==> src/rtl/core/tlc_pkg.sv <==
// Shared types and constants of the text literal type classifier.
`default_nettype none

package tlc_pkg;

  // Depth of the queue between the character decoder and the automaton.
  localparam int unsigned QDepth = 2;
  localparam int unsigned QPtrW  = (QDepth > 1) ? $clog2(QDepth) : 1;
  localparam int unsigned QCntW  = $clog2(QDepth + 1);

  // Character classes seen by the automaton.
  typedef enum logic [4:0] {
    CC_OTHER,
    CC_DIGIT,
    CC_MINUS,
    CC_PLUS,
    CC_DOT,
    CC_COLON,
    CC_SPACE,
    CC_QUOTE,
    CC_T,
    CC_R,
    CC_U,
    CC_E,
    CC_F,
    CC_A,
    CC_L,
    CC_S,
    CC_NUL,
    CC_NONE
  } char_class_e;

  // Result codes.
  typedef enum logic [2:0] {
    TC_UNKNOWN   = 3'd0,
    TC_STRING    = 3'd1,
    TC_INT       = 3'd2,
    TC_FLOAT     = 3'd3,
    TC_TIMESTAMP = 3'd4,
    TC_DATE      = 3'd5,
    TC_BOOL      = 3'd6
  } type_code_e;

  // One decoded beat as it travels through the queue.
  typedef struct packed {
    char_class_e cls;
    logic        last;
  } item_t;

  // Queue head as seen by the automaton.
  typedef struct packed {
    logic  valid;
    item_t item;
  } q_head_t;

endpackage

`default_nettype wire

==> src/rtl/core/text_literal_type_classifier.sv <==
// A field's last beat passes through the queue and then sets the output register, which holds the result.
// Throughput: one character beat per cycle while the queue has room, set by the one-step automaton.
// A two-beat queue separates the character decoder from the automaton. A field end waits
// at the queue head while the previous type code is unread; one more beat then fills the
// queue and the input stalls until that result is taken.
// Reset: asynchronous, active low; clears the queue, the automaton and the output valid.
`default_nettype none

module text_literal_type_classifier (
  input  logic       clk_i,
  input  logic       rst_ni,
  input  logic       in_valid_i,
  output logic       in_ready_o,
  input  logic [7:0] text_byte_i,
  input  logic       field_end_i,
  input  logic       no_char_i,
  output logic       out_valid_o,
  input  logic       out_ready_i,
  output logic [2:0] type_code_o
);
  import tlc_pkg::*;

  logic    q_ready, q_push, q_pop;
  item_t   q_item;
  q_head_t q_head;

  // Character decoder.
  tlc_front u_front (
    .in_valid_i  (in_valid_i),
    .in_ready_o  (in_ready_o),
    .text_byte_i (text_byte_i),
    .field_end_i (field_end_i),
    .no_char_i   (no_char_i),
    .q_ready_i   (q_ready),
    .q_push_o    (q_push),
    .q_item_o    (q_item)
  );

  // Decoupling queue.
  tlc_fifo u_fifo (
    .clk_i   (clk_i),
    .rst_ni  (rst_ni),
    .push_i  (q_push),
    .item_i  (q_item),
    .ready_o (q_ready),
    .head_o  (q_head),
    .pop_i   (q_pop)
  );

  // Recognizer and output register.
  tlc_back u_back (
    .clk_i       (clk_i),
    .rst_ni      (rst_ni),
    .head_i      (q_head),
    .pop_o       (q_pop),
    .out_valid_o (out_valid_o),
    .out_ready_i (out_ready_i),
    .type_code_o (type_code_o)
  );

`ifndef SYNTH
  // A full queue always has a beat waiting at its head.
  assert property (@(posedge clk_i) disable iff (!rst_ni)
    !in_ready_o |-> q_head.valid)
    else $error("queue reports full with no beat at its head");

  // A field end never leaves the queue while an unread result is stalled.
  assert property (@(posedge clk_i) disable iff (!rst_ni)
    (q_pop && q_head.item.last) |-> (!out_valid_o || out_ready_i))
    else $error("result overwritten before it was taken");

  // A result is only produced by a field end leaving the queue.
  assert property (@(posedge clk_i) disable iff (!rst_ni)
    (out_valid_o && !$past(out_valid_o)) |-> $past(q_pop && q_head.item.last))
    else $error("result appeared without a field end");

  // Codes stay within the defined set.
  assert property (@(posedge clk_i) disable iff (!rst_ni)
    out_valid_o |-> (type_code_o <= TC_BOOL))
    else $error("undefined type code");
`endif

endmodule

`default_nettype wire

==> src/rtl/core/tlc_front.sv <==
// Input side: decodes each character beat into a character class.
`default_nettype none

module tlc_front (
  input  logic          in_valid_i,
  output logic          in_ready_o,
  input  logic [7:0]    text_byte_i,
  input  logic          field_end_i,
  input  logic          no_char_i,
  input  logic          q_ready_i,
  output logic          q_push_o,
  output tlc_pkg::item_t q_item_o
);
  import tlc_pkg::*;

  char_class_e cls;

  // Map the byte onto the small alphabet of the automaton.
  always_comb begin
    if (no_char_i) begin
      cls = CC_NONE;
    end else begin
      unique case (text_byte_i) inside
        [8'h30:8'h39]: cls = CC_DIGIT;
        8'h00:         cls = CC_NUL;
        "-":           cls = CC_MINUS;
        "+":           cls = CC_PLUS;
        ".":           cls = CC_DOT;
        ":":           cls = CC_COLON;
        " ":           cls = CC_SPACE;
        "\"":          cls = CC_QUOTE;
        "t":           cls = CC_T;
        "r":           cls = CC_R;
        "u":           cls = CC_U;
        "e":           cls = CC_E;
        "f":           cls = CC_F;
        "a":           cls = CC_A;
        "l":           cls = CC_L;
        "s":           cls = CC_S;
        default:       cls = CC_OTHER;
      endcase
    end
  end

  // The queue absorbs the beat whenever it has room.
  assign in_ready_o    = q_ready_i;
  assign q_push_o      = in_valid_i & q_ready_i;
  assign q_item_o.cls  = cls;
  assign q_item_o.last = field_end_i;

endmodule

`default_nettype wire

==> src/rtl/core/tlc_fifo.sv <==
// Short queue of decoded beats between the decoder and the automaton.
`default_nettype none

module tlc_fifo (
  input  logic             clk_i,
  input  logic             rst_ni,
  input  logic             push_i,
  input  tlc_pkg::item_t   item_i,
  output logic             ready_o,
  output tlc_pkg::q_head_t head_o,
  input  logic             pop_i
);
  import tlc_pkg::*;

  item_t            mem_q [QDepth];
  logic [QPtrW-1:0] wr_ptr_q, wr_ptr_d;
  logic [QPtrW-1:0] rd_ptr_q, rd_ptr_d;
  logic [QCntW-1:0] cnt_q, cnt_d;

  assign ready_o      = (cnt_q != QCntW'(QDepth));
  assign head_o.valid = (cnt_q != '0);
  assign head_o.item  = mem_q[rd_ptr_q];

  // Pointer and fill count update.
  always_comb begin
    wr_ptr_d = wr_ptr_q;
    rd_ptr_d = rd_ptr_q;
    cnt_d    = cnt_q;
    if (push_i) begin
      wr_ptr_d = (wr_ptr_q == QPtrW'(QDepth - 1)) ? '0 : wr_ptr_q + 1'b1;
    end
    if (pop_i) begin
      rd_ptr_d = (rd_ptr_q == QPtrW'(QDepth - 1)) ? '0 : rd_ptr_q + 1'b1;
    end
    if (push_i && !pop_i) begin
      cnt_d = cnt_q + 1'b1;
    end else if (pop_i && !push_i) begin
      cnt_d = cnt_q - 1'b1;
    end
  end

  always_ff @(posedge clk_i or negedge rst_ni) begin
    if (!rst_ni) begin
      wr_ptr_q <= '0;
      rd_ptr_q <= '0;
      cnt_q    <= '0;
    end else begin
      wr_ptr_q <= wr_ptr_d;
      rd_ptr_q <= rd_ptr_d;
      cnt_q    <= cnt_d;
    end
  end

  // Storage needs no reset.
  always_ff @(posedge clk_i) begin
    if (push_i) begin
      mem_q[wr_ptr_q] <= item_i;
    end
  end

endmodule

`default_nettype wire

==> src/rtl/core/tlc_back.sv <==
// Automaton side: steps the literal recognizer and registers the type code.
`default_nettype none

module tlc_back (
  input  logic             clk_i,
  input  logic             rst_ni,
  input  tlc_pkg::q_head_t head_i,
  output logic             pop_o,
  output logic             out_valid_o,
  input  logic             out_ready_i,
  output logic [2:0]       type_code_o
);
  import tlc_pkg::*;

  typedef enum logic [39:0] {
    ST_START = 40'd1 << 0,  ST_DEAD  = 40'd1 << 1,  ST_NEG   = 40'd1 << 2,
    ST_D1    = 40'd1 << 3,  ST_D2    = 40'd1 << 4,  ST_D3    = 40'd1 << 5,
    ST_D4    = 40'd1 << 6,  ST_INT   = 40'd1 << 7,  ST_DOT   = 40'd1 << 8,
    ST_FRAC  = 40'd1 << 9,  ST_Y     = 40'd1 << 10, ST_M1    = 40'd1 << 11,
    ST_M2    = 40'd1 << 12, ST_MD    = 40'd1 << 13, ST_DD1   = 40'd1 << 14,
    ST_DATE  = 40'd1 << 15, ST_SP    = 40'd1 << 16, ST_H1    = 40'd1 << 17,
    ST_H2    = 40'd1 << 18, ST_HC    = 40'd1 << 19, ST_MI1   = 40'd1 << 20,
    ST_MI2   = 40'd1 << 21, ST_MC    = 40'd1 << 22, ST_S1    = 40'd1 << 23,
    ST_TS    = 40'd1 << 24, ST_TDOT  = 40'd1 << 25, ST_TFRAC = 40'd1 << 26,
    ST_Z0    = 40'd1 << 27, ST_Z1    = 40'd1 << 28, ST_Z2    = 40'd1 << 29,
    ST_Z3    = 40'd1 << 30, ST_Z4    = 40'd1 << 31, ST_T1    = 40'd1 << 32,
    ST_T2    = 40'd1 << 33, ST_T3    = 40'd1 << 34, ST_F1    = 40'd1 << 35,
    ST_F2    = 40'd1 << 36, ST_F3    = 40'd1 << 37, ST_F4    = 40'd1 << 38,
    ST_BOOL  = 40'd1 << 39
  } scan_state_e;

  scan_state_e state_q, state_d, state_nx;
  logic        opened_q, opened_d;
  logic        latest_q, latest_d;
  logic        ended_q, ended_d;
  logic        out_valid_q, out_valid_d;
  type_code_e  type_code_q, type_code_d;
  type_code_e  result;
  char_class_e c;
  logic        dig, sgn, step;

  assign c   = head_i.item.cls;
  assign dig = (c == CC_DIGIT);
  assign sgn = (c == CC_PLUS) || (c == CC_MINUS);

  // A last beat waits while the output register is still occupied and not being read.
  assign pop_o = head_i.valid && (!head_i.item.last || !out_valid_q || out_ready_i);
  assign step  = pop_o && (c != CC_NONE) && !ended_q;

  // Next state of the recognizer for one character.
  always_comb begin
    state_nx = ST_DEAD;
    unique case (state_q)
      ST_START: begin
        if (c == CC_MINUS)    state_nx = ST_NEG;
        else if (dig)         state_nx = ST_D1;
        else if (c == CC_DOT) state_nx = ST_DOT;
        else if (c == CC_T)   state_nx = ST_T1;
        else if (c == CC_F)   state_nx = ST_F1;
      end
      ST_NEG: begin
        if (dig)              state_nx = ST_INT;
        else if (c == CC_DOT) state_nx = ST_DOT;
      end
      ST_D1: begin
        if (dig)              state_nx = ST_D2;
        else if (c == CC_DOT) state_nx = ST_DOT;
      end
      ST_D2: begin
        if (dig)              state_nx = ST_D3;
        else if (c == CC_DOT) state_nx = ST_DOT;
      end
      ST_D3: begin
        if (dig)              state_nx = ST_D4;
        else if (c == CC_DOT) state_nx = ST_DOT;
      end
      ST_D4: begin
        if (dig)                state_nx = ST_INT;
        else if (c == CC_MINUS) state_nx = ST_Y;
        else if (c == CC_DOT)   state_nx = ST_DOT;
      end
      ST_INT: begin
        if (dig)              state_nx = ST_INT;
        else if (c == CC_DOT) state_nx = ST_DOT;
      end
      ST_DOT, ST_FRAC: if (dig) state_nx = ST_FRAC;
      ST_Y:   if (dig) state_nx = ST_M1;
      ST_M1:  if (dig) state_nx = ST_M2;
      ST_M2:  if (c == CC_MINUS) state_nx = ST_MD;
      ST_MD:  if (dig) state_nx = ST_DD1;
      ST_DD1: if (dig) state_nx = ST_DATE;
      ST_DATE: if (c == CC_SPACE) state_nx = ST_SP;
      ST_SP:  if (dig) state_nx = ST_H1;
      ST_H1:  if (dig) state_nx = ST_H2;
      ST_H2:  if (c == CC_COLON) state_nx = ST_HC;
      ST_HC:  if (dig) state_nx = ST_MI1;
      ST_MI1: if (dig) state_nx = ST_MI2;
      ST_MI2: if (c == CC_COLON) state_nx = ST_MC;
      ST_MC:  if (dig) state_nx = ST_S1;
      ST_S1:  if (dig) state_nx = ST_TS;
      ST_TS: begin
        if (c == CC_DOT) state_nx = ST_TDOT;
        else if (sgn)    state_nx = ST_Z0;
      end
      ST_TDOT: if (dig) state_nx = ST_TFRAC;
      ST_TFRAC: begin
        if (dig)      state_nx = ST_TFRAC;
        else if (sgn) state_nx = ST_Z0;
      end
      ST_Z0: if (dig) state_nx = ST_Z1;
      ST_Z1: if (dig) state_nx = ST_Z2;
      ST_Z2: if (dig) state_nx = ST_Z3;
      ST_Z3: if (dig) state_nx = ST_Z4;
      ST_T1: if (c == CC_R) state_nx = ST_T2;
      ST_T2: if (c == CC_U) state_nx = ST_T3;
      ST_T3: if (c == CC_E) state_nx = ST_BOOL;
      ST_F1: if (c == CC_A) state_nx = ST_F2;
      ST_F2: if (c == CC_L) state_nx = ST_F3;
      ST_F3: if (c == CC_S) state_nx = ST_F4;
      ST_F4: if (c == CC_E) state_nx = ST_BOOL;
      default: state_nx = ST_DEAD;
    endcase
  end

  // Apply the character, then classify and restart at the end of a field.
  always_comb begin
    state_d     = state_q;
    opened_d    = opened_q;
    latest_d    = latest_q;
    ended_d     = ended_q;
    out_valid_d = out_valid_q & ~out_ready_i;
    type_code_d = type_code_q;
    result      = TC_UNKNOWN;

    if (step) begin
      if (c == CC_NUL) begin
        ended_d = 1'b1;
      end else begin
        if (state_q == ST_START) begin
          opened_d = (c == CC_QUOTE);
        end
        latest_d = (c == CC_QUOTE);
        state_d  = state_nx;
      end
    end

    if (opened_d) begin
      result = latest_d ? TC_STRING : TC_UNKNOWN;
    end else begin
      case (state_d)
        ST_D1, ST_D2, ST_D3, ST_D4, ST_INT:  result = TC_INT;
        ST_FRAC:                             result = TC_FLOAT;
        ST_TS, ST_TFRAC, ST_Z2, ST_Z4:       result = TC_TIMESTAMP;
        ST_DATE:                             result = TC_DATE;
        ST_BOOL:                             result = TC_BOOL;
        default:                             result = TC_UNKNOWN;
      endcase
    end

    if (pop_o && head_i.item.last) begin
      out_valid_d = 1'b1;
      type_code_d = result;
      state_d     = ST_START;
      opened_d    = 1'b0;
      latest_d    = 1'b0;
      ended_d     = 1'b0;
    end
  end

  always_ff @(posedge clk_i or negedge rst_ni) begin
    if (!rst_ni) begin
      state_q     <= ST_START;
      opened_q    <= 1'b0;
      latest_q    <= 1'b0;
      ended_q     <= 1'b0;
      out_valid_q <= 1'b0;
    end else begin
      state_q     <= state_d;
      opened_q    <= opened_d;
      latest_q    <= latest_d;
      ended_q     <= ended_d;
      out_valid_q <= out_valid_d;
    end
  end

  // Result payload needs no reset.
  always_ff @(posedge clk_i) begin
    type_code_q <= type_code_d;
  end

  assign out_valid_o = out_valid_q;
  assign type_code_o = type_code_q;

endmodule

`default_nettype wire

==> config.mk <==
export PLATFORM = sky130hd
export DESIGN_NAME = text_literal_type_classifier
export DESIGN_NICKNAME = d
export VERILOG_FILES = /design/src/rtl/core/tlc_pkg.sv /design/src/rtl/core/text_literal_type_classifier.sv /design/src/rtl/core/tlc_front.sv /design/src/rtl/core/tlc_fifo.sv /design/src/rtl/core/tlc_back.sv
export SDC_FILE = /design/constraint.sdc
export NUM_CORES = 1
export LEC_CHECK = 0
export BUFFER_PORTS_ARGS = -buffer_cell sky130_fd_sc_hd__buf_2
export CAP_MARGIN = 25
export CORE_MARGIN = 3
export CORE_UTILIZATION = 50
export CTS_CLUSTER_SIZE = 20
export DETAILED_ROUTE_END_ITERATION = 8
export HOLD_SLACK_MARGIN = 0.03
export MAX_ROUTING_LAYER = met4
export PLACE_DENSITY = 0.7
export SLEW_MARGIN = 10
export SYNTH_ARGS = -nofsm -noshare
export SYNTH_HDL_FRONTEND = slang
export SYNTH_SLANG_ARGS = --single-unit
==> constraint.sdc <==
create_clock -name clk_i -period 2.9 [get_ports clk_i]
set_clock_uncertainty 0.1 [all_clocks]
set_input_delay 0.58 -clock clk_i [delete_from_list [all_inputs] [get_ports clk_i]]
set_output_delay 0.58 -clock clk_i [all_outputs]
set_load 0.05 [all_outputs]
## After elaboration in Yosys (flattened, before gate mapping)

Memories as Yosys holds them, arrays and structs flattened.
Index checks and enable logic that the tools add are counted.

| word-level totals | value |
|---|---|
| register bits | 51 |
| RAM bits | 12 |
| input bits | 14 |
| output and inout bits | 5 |
| logic and storage cells | 193 |
| memories kept | 1 |

| operators by class | value |
|---|---|
| add/subtract/negate cells | 4 |
| magnitude comparators | 2 |
| eq/ne operators | 81 |
| mux-type cells | 67 |
| bitwise logic cells | 3 |
| reduce and logical (&&, ||, !) cells | 26 |

Memories:

| name | words | width | rd ports | clocked after memory_dff | wr ports | RTL line | source |
|---|---|---|---|---|---|---|---|
| u_fifo.mem_q | 2 | 6 | 1 | 0 | 1 | tlc_fifo.sv:15 | `item_t mem_q [QDepth];` |

Operator list:

| cell | number |
|---|---|
| one-hot mux 40 bit (34 select lines) | 1 |
| two-way mux 40 bit | 16 |
| equality test 40 x 10 -> 1 bit, second input constant | 2 |
| equality test 40 x 16 -> 1 bit, second input constant | 2 |
| equality test 40 x 25 -> 1 bit, second input constant | 2 |
| equality test 40 x 27 -> 1 bit, second input constant | 2 |
| equality test 40 x 30 -> 1 bit, second input constant | 2 |
| equality test 40 x 4 -> 1 bit, second input constant | 2 |
| equality test 40 x 5 -> 1 bit, second input constant | 2 |
| equality test 40 x 6 -> 1 bit, second input constant | 2 |
| equality test 40 x 7 -> 1 bit, second input constant | 2 |
| equality test 40 x 8 -> 1 bit, second input constant | 2 |
| one-hot mux 5 bit (16 select lines) | 1 |
| equality test 8 x 7 -> 1 bit, second input constant | 8 |
| equality test 8 x 6 -> 1 bit, second input constant | 6 |
| equality test 40 x 1 -> 1 bit, second input constant | 1 |
| equality test 40 x 11 -> 1 bit, second input constant | 1 |
| equality test 40 x 12 -> 1 bit, second input constant | 1 |
| equality test 40 x 13 -> 1 bit, second input constant | 1 |
| equality test 40 x 14 -> 1 bit, second input constant | 1 |
| equality test 40 x 15 -> 1 bit, second input constant | 1 |
| equality test 40 x 17 -> 1 bit, second input constant | 1 |
| equality test 40 x 18 -> 1 bit, second input constant | 1 |
| equality test 40 x 19 -> 1 bit, second input constant | 1 |
| other kinds (76) | 122 |

## Depth between registers and ports, before layout

An unclocked memory read counts as a cell.

| logic depth | value |
|---|---|
| word-level depth | 14 |
| depth in mapped cells | 13 |
| gate-level depth less buffers | 9 |

## Cells and area by module

A second synthesis with hierarchy kept.

| second synthesis, totals | value |
|---|---|
| cell total of the unflattened synthesis | 586 |
| area, all modules | 5275.1 µm² |

Modules (own cells, without submodules):

| module | times used | cells each | area each (µm²) | sequential area each (µm²) |
|---|---|---|---|---|
| tlc_back | 1 | 497 | 4290.4 | 1192.4 |
| tlc_fifo | 1 | 35 | 650.6 | 460.4 |
| tlc_front | 1 | 54 | 334.1 | 0.0 |

## Worst setup path before layout

No wires, ideal clock.

| timing | value |
|---|---|
| path type | flip-flop to flip-flop |
| from | memory u_fifo.mem_q[1][3] (netlist name) |
| to | register u_back.type_code_q[1], in the netlist u_back.type_code_o[1], data pin |
| library setup time | 265 ps |
| arrival | 2876 ps |
| required time | 2535 ps |
| path slack | -342 ps |
| stages on the path, launching flop included | 11 |
| buffers on the path | 1 |
| period minus slack after synthesis | 3242 ps |
| path through | edfxtp_1 -> or3b_2 -> a2bb2o_4 -> or4b_1 -> buf_6 -> or4_1 -> o21a_1 -> o211ai_2 -> o21ai_2 -> a41oi_1 -> nor3_2 |

| between the ends | value |
|---|---|
| word-level cells in the longest chain between the ends | 14 |
| elaborated cells between the ends (all ways) | 84 |
| classes of those cells | eq/ne: 29; mux: 49; reduce/logical: 5; memory: 1 |

RTL lines:

| what | RTL line | source |
|---|---|---|
| start, declared | tlc_fifo.sv:15 |  |
| memory read (2 x 6 bit) (*) | - |  |
| equality test 5 x 4 -> 1 bit | tlc_back.sv:59 | `else if (c == CC_F) state_nx = ST_F1;` |
| two-way mux 36 bit | tlc_back.sv:59 |  |
| two-way mux 40 bit | tlc_back.sv:58 | `else if (c == CC_T) state_nx = ST_T1;` |
| two-way mux 40 bit | tlc_back.sv:57 | `else if (c == CC_DOT) state_nx = ST_DOT;` |
| two-way mux 40 bit | tlc_back.sv:56 | `else if (dig) state_nx = ST_D1;` |
| two-way mux 40 bit | tlc_back.sv:55 | `if (c == CC_MINUS) state_nx = ST_NEG;` |
| one-hot mux 40 bit (34 select lines) | tlc_back.sv:53 | `unique case (state_q)` |
| two-way mux 40 bit | tlc_back.sv:136 | `if (c == CC_NUL) begin` |
| two-way mux 40 bit | tlc_back.sv:135 | `if (step) begin` |
| equality test 40 x 4 -> 1 bit (tied with other cells) | tlc_back.sv:150 | `case (state_d)` |
| OR reduction 5 bit or OR reduction 4 bit (tied branches) | tlc_back.sv:150 |  |
| one-hot mux 3 bit (5 select lines) | tlc_back.sv:150 |  |
| two-way mux 3 bit (*) | tlc_back.sv:147 | `if (opened_d) begin` |
| end signal, assigned | tlc_back.sv:188 | `type_code_q <= type_code_d;` |
| end, declared | tlc_back.sv:37 | `type_code_e type_code_q, type_code_d;` |

Every way passes the cells marked *; elsewhere a longest branch is shown, timed or not.
A chain may end at the register's enable or synchronous reset.

## Final worst setup path

| timing | value |
|---|---|
| from | register u_back.state_q[36] |
| to | register u_back.type_code_q[0], in the netlist u_back.type_code_o[0], data pin |

| between the ends | value |
|---|---|
| word-level cells in the longest chain between the ends | 9 |
| elaborated cells between the ends (all ways) | 62 |
| classes of those cells | eq/ne: 49; mux: 8; reduce/logical: 5 |

RTL lines:

| what | RTL line | source |
|---|---|---|
| start, declared | tlc_back.sv:32 | `scan_state_e state_q, state_d, state_nx;` |
| start signal, assigned | tlc_back.sv:178 | `state_q <= state_d;` |
| equality test 40 x 35 -> 1 bit (tied with other cells) | tlc_back.sv:53 |  |
| OR reduction 2 bit (on tied branches) | - |  |
| one-hot mux 40 bit (34 select lines) | tlc_back.sv:53 |  |
| two-way mux 40 bit | tlc_back.sv:136 |  |
| two-way mux 40 bit | tlc_back.sv:135 |  |
| equality test 40 x 4 -> 1 bit (tied with other cells) | tlc_back.sv:150 |  |
| OR reduction 5 bit or OR reduction 4 bit (tied branches) | tlc_back.sv:150 |  |
| one-hot mux 3 bit (5 select lines) | tlc_back.sv:150 |  |
| two-way mux 3 bit (*) | tlc_back.sv:147 |  |
| net u_back.result[0] | tlc_back.sv:38 | `type_code_e result;` |

Mark *: on every way through the listed nets, which the timed path passes. The rest lies on a longest branch.

==> flow_metrics.tcl <==
set metrics [dict create \
    status "finished with violations" \
    violations "setup timing" \
    cp_num_buf_inv 1 \
    p_leak_uw 0.00343 \
    diodes 0 \
    fin_nets 854 \
    worst-path-stages 9 \
    gp_congestion 1.03 \
    worstPathArrival_ps 3360 \
    layout_setup_ws_ps -383 \
    setup_violations 15 \
    worstHoldPathCells 1 \
    grt_pass1_vias 5973 \
    slew_viol_final 0 \
    hold_class "input port to flop" \
    insertion_delay_ps 360 \
    worstRegToRegCells 9 \
    cts.htree.levels 3 \
    boundaryPins 19 \
    path_cells "or4_4 -> nor4_4 -> and4_4 -> nand4_4 -> buf_12 -> a2111oi_4 -> nand4b_1 -> nand4bb_4 -> o31ai_2" \
    cp_top_family "simple AND/OR/NAND/NOR gates" \
    postLayoutCellArea_um2 7810 \
    final-hold-violation-count 0 \
    post-place-ws_ps -545 \
    ant_nets 0 \
    die_w_um 110 \
    synthXorXnorAreaFrac_pct 5.00 \
    rows 37 \
    async_flop_share_pct 76.2 \
    drt_iter0_drc 726 \
    synth-seq-area-share_pct 30.4 \
    layout_min_cycle_time_ps 3280 \
    start_util_pct 51.9 \
    synthCells 644 \
    netlist_area_um2 5430 \
    cts_tree "yes" \
    cts-root-buf "clkbuf_8" \
    rsz0062_at_grt "true" \
    tightestPinTransition_ps 863 \
    relSlewSlack_pct 41.0 \
    clock_path_buffers 2 \
    worstPathRequired_ps 2980 \
    layout_common_cells "buf_4 (200), nor2_1 (80), nand2_1 (48), dfrtp_1 (46), a21oi_1 (24)" \
    final_cells 980 \
    dieArea_um2 12200 \
    n_fill_cell 775 \
    dr_total_vias 6194 \
    grt_max_degree 26 \
    synth.ff_latch_count 63 \
    track_usage_pct 34.7 \
    cpMaxStageDelayCell "or4_4" \
    drc 0 \
    ys.flop_type "dfrtp_1" \
    drive_gt1_share_pct 43.8 \
    total_power_uw 5420 \
    synth_top_family_by_area "simple AND/OR/NAND/NOR gates" \
    wirelength_um 20200 \
    synth_nets 659 \
    hpwl_um 14600 \
    cts_buffers 9 \
    clkTransAtPathRegs_ps 80 \
    slowest_delay_ps 570 \
    synthDistinctLibCells 101 \
    yosys_warnings 0 \
    synth-adder-area-share_pct 0.230 \
    place_area_um2 6850 \
    wl_per_cell_um 20.6 \
    period_share_pct 113 \
    path_class "flop to flop" \
    seqCellArea_um2 1650 \
    synth-simple-area-share_pct 34.7 \
    final_common_cell "buf_4" \
    syn-mean-instance-area_um2 8.44 \
    syn2layout_area_growth_pct 43.7 \
    firstDrtPassIters 5 \
    fin_tns_setup_ps -2030 \
    die_h_um 110 \
    synth-edff-count 15 \
    fmax_mhz 305 \
    clock_sinks 63 \
    pwr_density_cell_nw_per_um2 694 \
    cp-end-kind "flop" \
    yosys-mux-area-fraction_pct 0.599 \
    worst_setup_path_start_kind "flop" \
    maxCapViolations 0 \
    multi_input_area_um2 3900 \
    core-area_um2 10500 \
    worstPathMaxFanout 3 \
    dp.cells 935 \
    vdd.ir_drop.worst_mv 0.829 \
    gr-total-overflow 0 \
    grt_pass1_wl_um 31200 \
    port_buffers 18 \
    antenna_found_initial 0 \
    synth_compound_area_share_pct 21.7 \
    viasPerCell 6.32 \
]
[state kept, by name, summed over array words and instances (netlist names)]
register            cells
u_back.opened_q         1
u_fifo.wr_ptr_q         1
u_fifo.cnt_q            2
u_back.type_code_o      3
u_fifo.mem_q           12
u_back.state_q         40
u_back.latest_q         1
u_fifo.rd_ptr_q         1
u_back.ended_q          1
u_back.out_valid_o      1
[power breakdown]
group / total [uW] / switching (uW) / internal (uW)
logic: 3370 / 1890 / 1480
clock network: 913 / 383 / 530
registers: 1140 / 86.0 / 1050
[cell usage after synthesis (5+ instances only)]
| cell | number | share of area, % |
|---|---|---|
| nor4b_1 | 6 | 0.97 |
| o22ai_1 | 5 | 0.58 |
| o21ai_0 | 21 | 1.9 |
| a21oi_1 | 33 | 3.0 |
| and2_1 | 9 | 1.0 |
| nand4_1 | 8 | 0.92 |
| nand4b_1 | 5 | 0.81 |
| clkbuf_1 | 20 | 1.4 |
| o31ai_1 | 5 | 0.69 |
| buf_6 | 6 | 1.2 |
| dfrtp_1 | 47 | 22 |
| clkbuf_8 | 8 | 2.0 |
| a22oi_1 | 14 | 1.9 |
| a211oi_1 | 8 | 1.1 |
| xor2_1 | 17 | 2.7 |
| edfxtp_1 | 15 | 8.3 |
| nand2b_1 | 13 | 1.5 |
| nor2_1 | 82 | 5.7 |
| nand3_1 | 15 | 1.4 |
| a22o_1 | 5 | 0.81 |
| nor3_1 | 26 | 2.4 |
| a32oi_1 | 5 | 0.81 |
| buf_2 | 9 | 0.83 |
| or2_2 | 7 | 0.81 |
| nor2b_1 | 7 | 0.81 |
| or4_4 | 5 | 1.0 |
| xnor2_1 | 14 | 2.3 |
| and4_1 | 5 | 0.81 |
| a2111oi_0 | 5 | 0.81 |
| inv_1 | 15 | 1.0 |
| or3_1 | 6 | 0.69 |
| nor3b_1 | 6 | 0.83 |
| or4_1 | 8 | 1.1 |
| nand2_1 | 50 | 3.5 |
| a221oi_1 | 5 | 0.81 |
| nor4_1 | 21 | 2.4 |
| a31oi_1 | 5 | 0.58 |
[cells by family after synthesis]
group,Yosys count
XOR/XNOR,31
multiplexers,3
AO/OA/AOI/OAI,159
adder cells (fa/ha/maj),1
AND/OR/NAND/NOR,321
flip-flops,63
buffers and inverters,66
[layout make-up]
| class | count | share of cell area, % |
|---|---|---|
| timing repair buffer | 234 | 23.1 |
| clock buffer | 11 | 1.94 |
| multi-input combinational | 516 | 49.9 |
| sequential | 63 | 21.2 |
| clock inverter | 5 | 1.01 |
| inverter | 15 | 0.721 |
| tap | 136 | 2.18 |
[final timing paths]
check | startpoint | end | slack, ps
min in group asynchronous | rst_ni | u_back.state_q[21]$_DFF_PN0_ | 450
max reg2reg | u_back.state_q[36]$_DFF_PN0_ | u_back.type_code_o[0]$_DFFE_PP_ | -380
min | field_end_i | u_fifo.mem_q[1][0]$_DFFE_PP_ | 310
max in group asynchronous | rst_ni | u_back.state_q[0]$_DFF_PN1_ | 1620
min reg2reg | u_fifo.wr_ptr_q$_DFFE_PN0P_ | u_fifo.wr_ptr_q$_DFFE_PN0P_ | 430
max | u_back.state_q[36]$_DFF_PN0_ | u_back.type_code_o[0]$_DFFE_PP_ | -380
[through the flow]
stage / hold slack, ps / utilization, %
3_3_place_gp: 292 / 65.5
5_1_grt: 288 / 74.6
2_1_floorplan: 184 / -
6_report: 308 / 74.6
3_5_place_dp: 296 / 65.5
4_1_cts: 298 / 70.6
[what timing repair did]
action | CTS | global route
hold endpoints to repair | 3 | 0
pin swaps | 15 | 40
setup endpoints to repair | 19 | 24
resized for setup | 37 | 58
gates cloned | 2 | 0
buffers inserted | 14 | 12
hold buffers | 1 | 0
[layer usage]
layer / vias up / wire [um] / track usage, %
li1: 2829 / - / -
met1: 2957 / 8080 / 41.7
met2: 334 / 9810 / 57.5
met3: 74 / 1380 / 6.17
met4: 0 / 911 / 14.8
met5: - / 0 / -
Note: power is estimated with default switching activity, not from simulation.
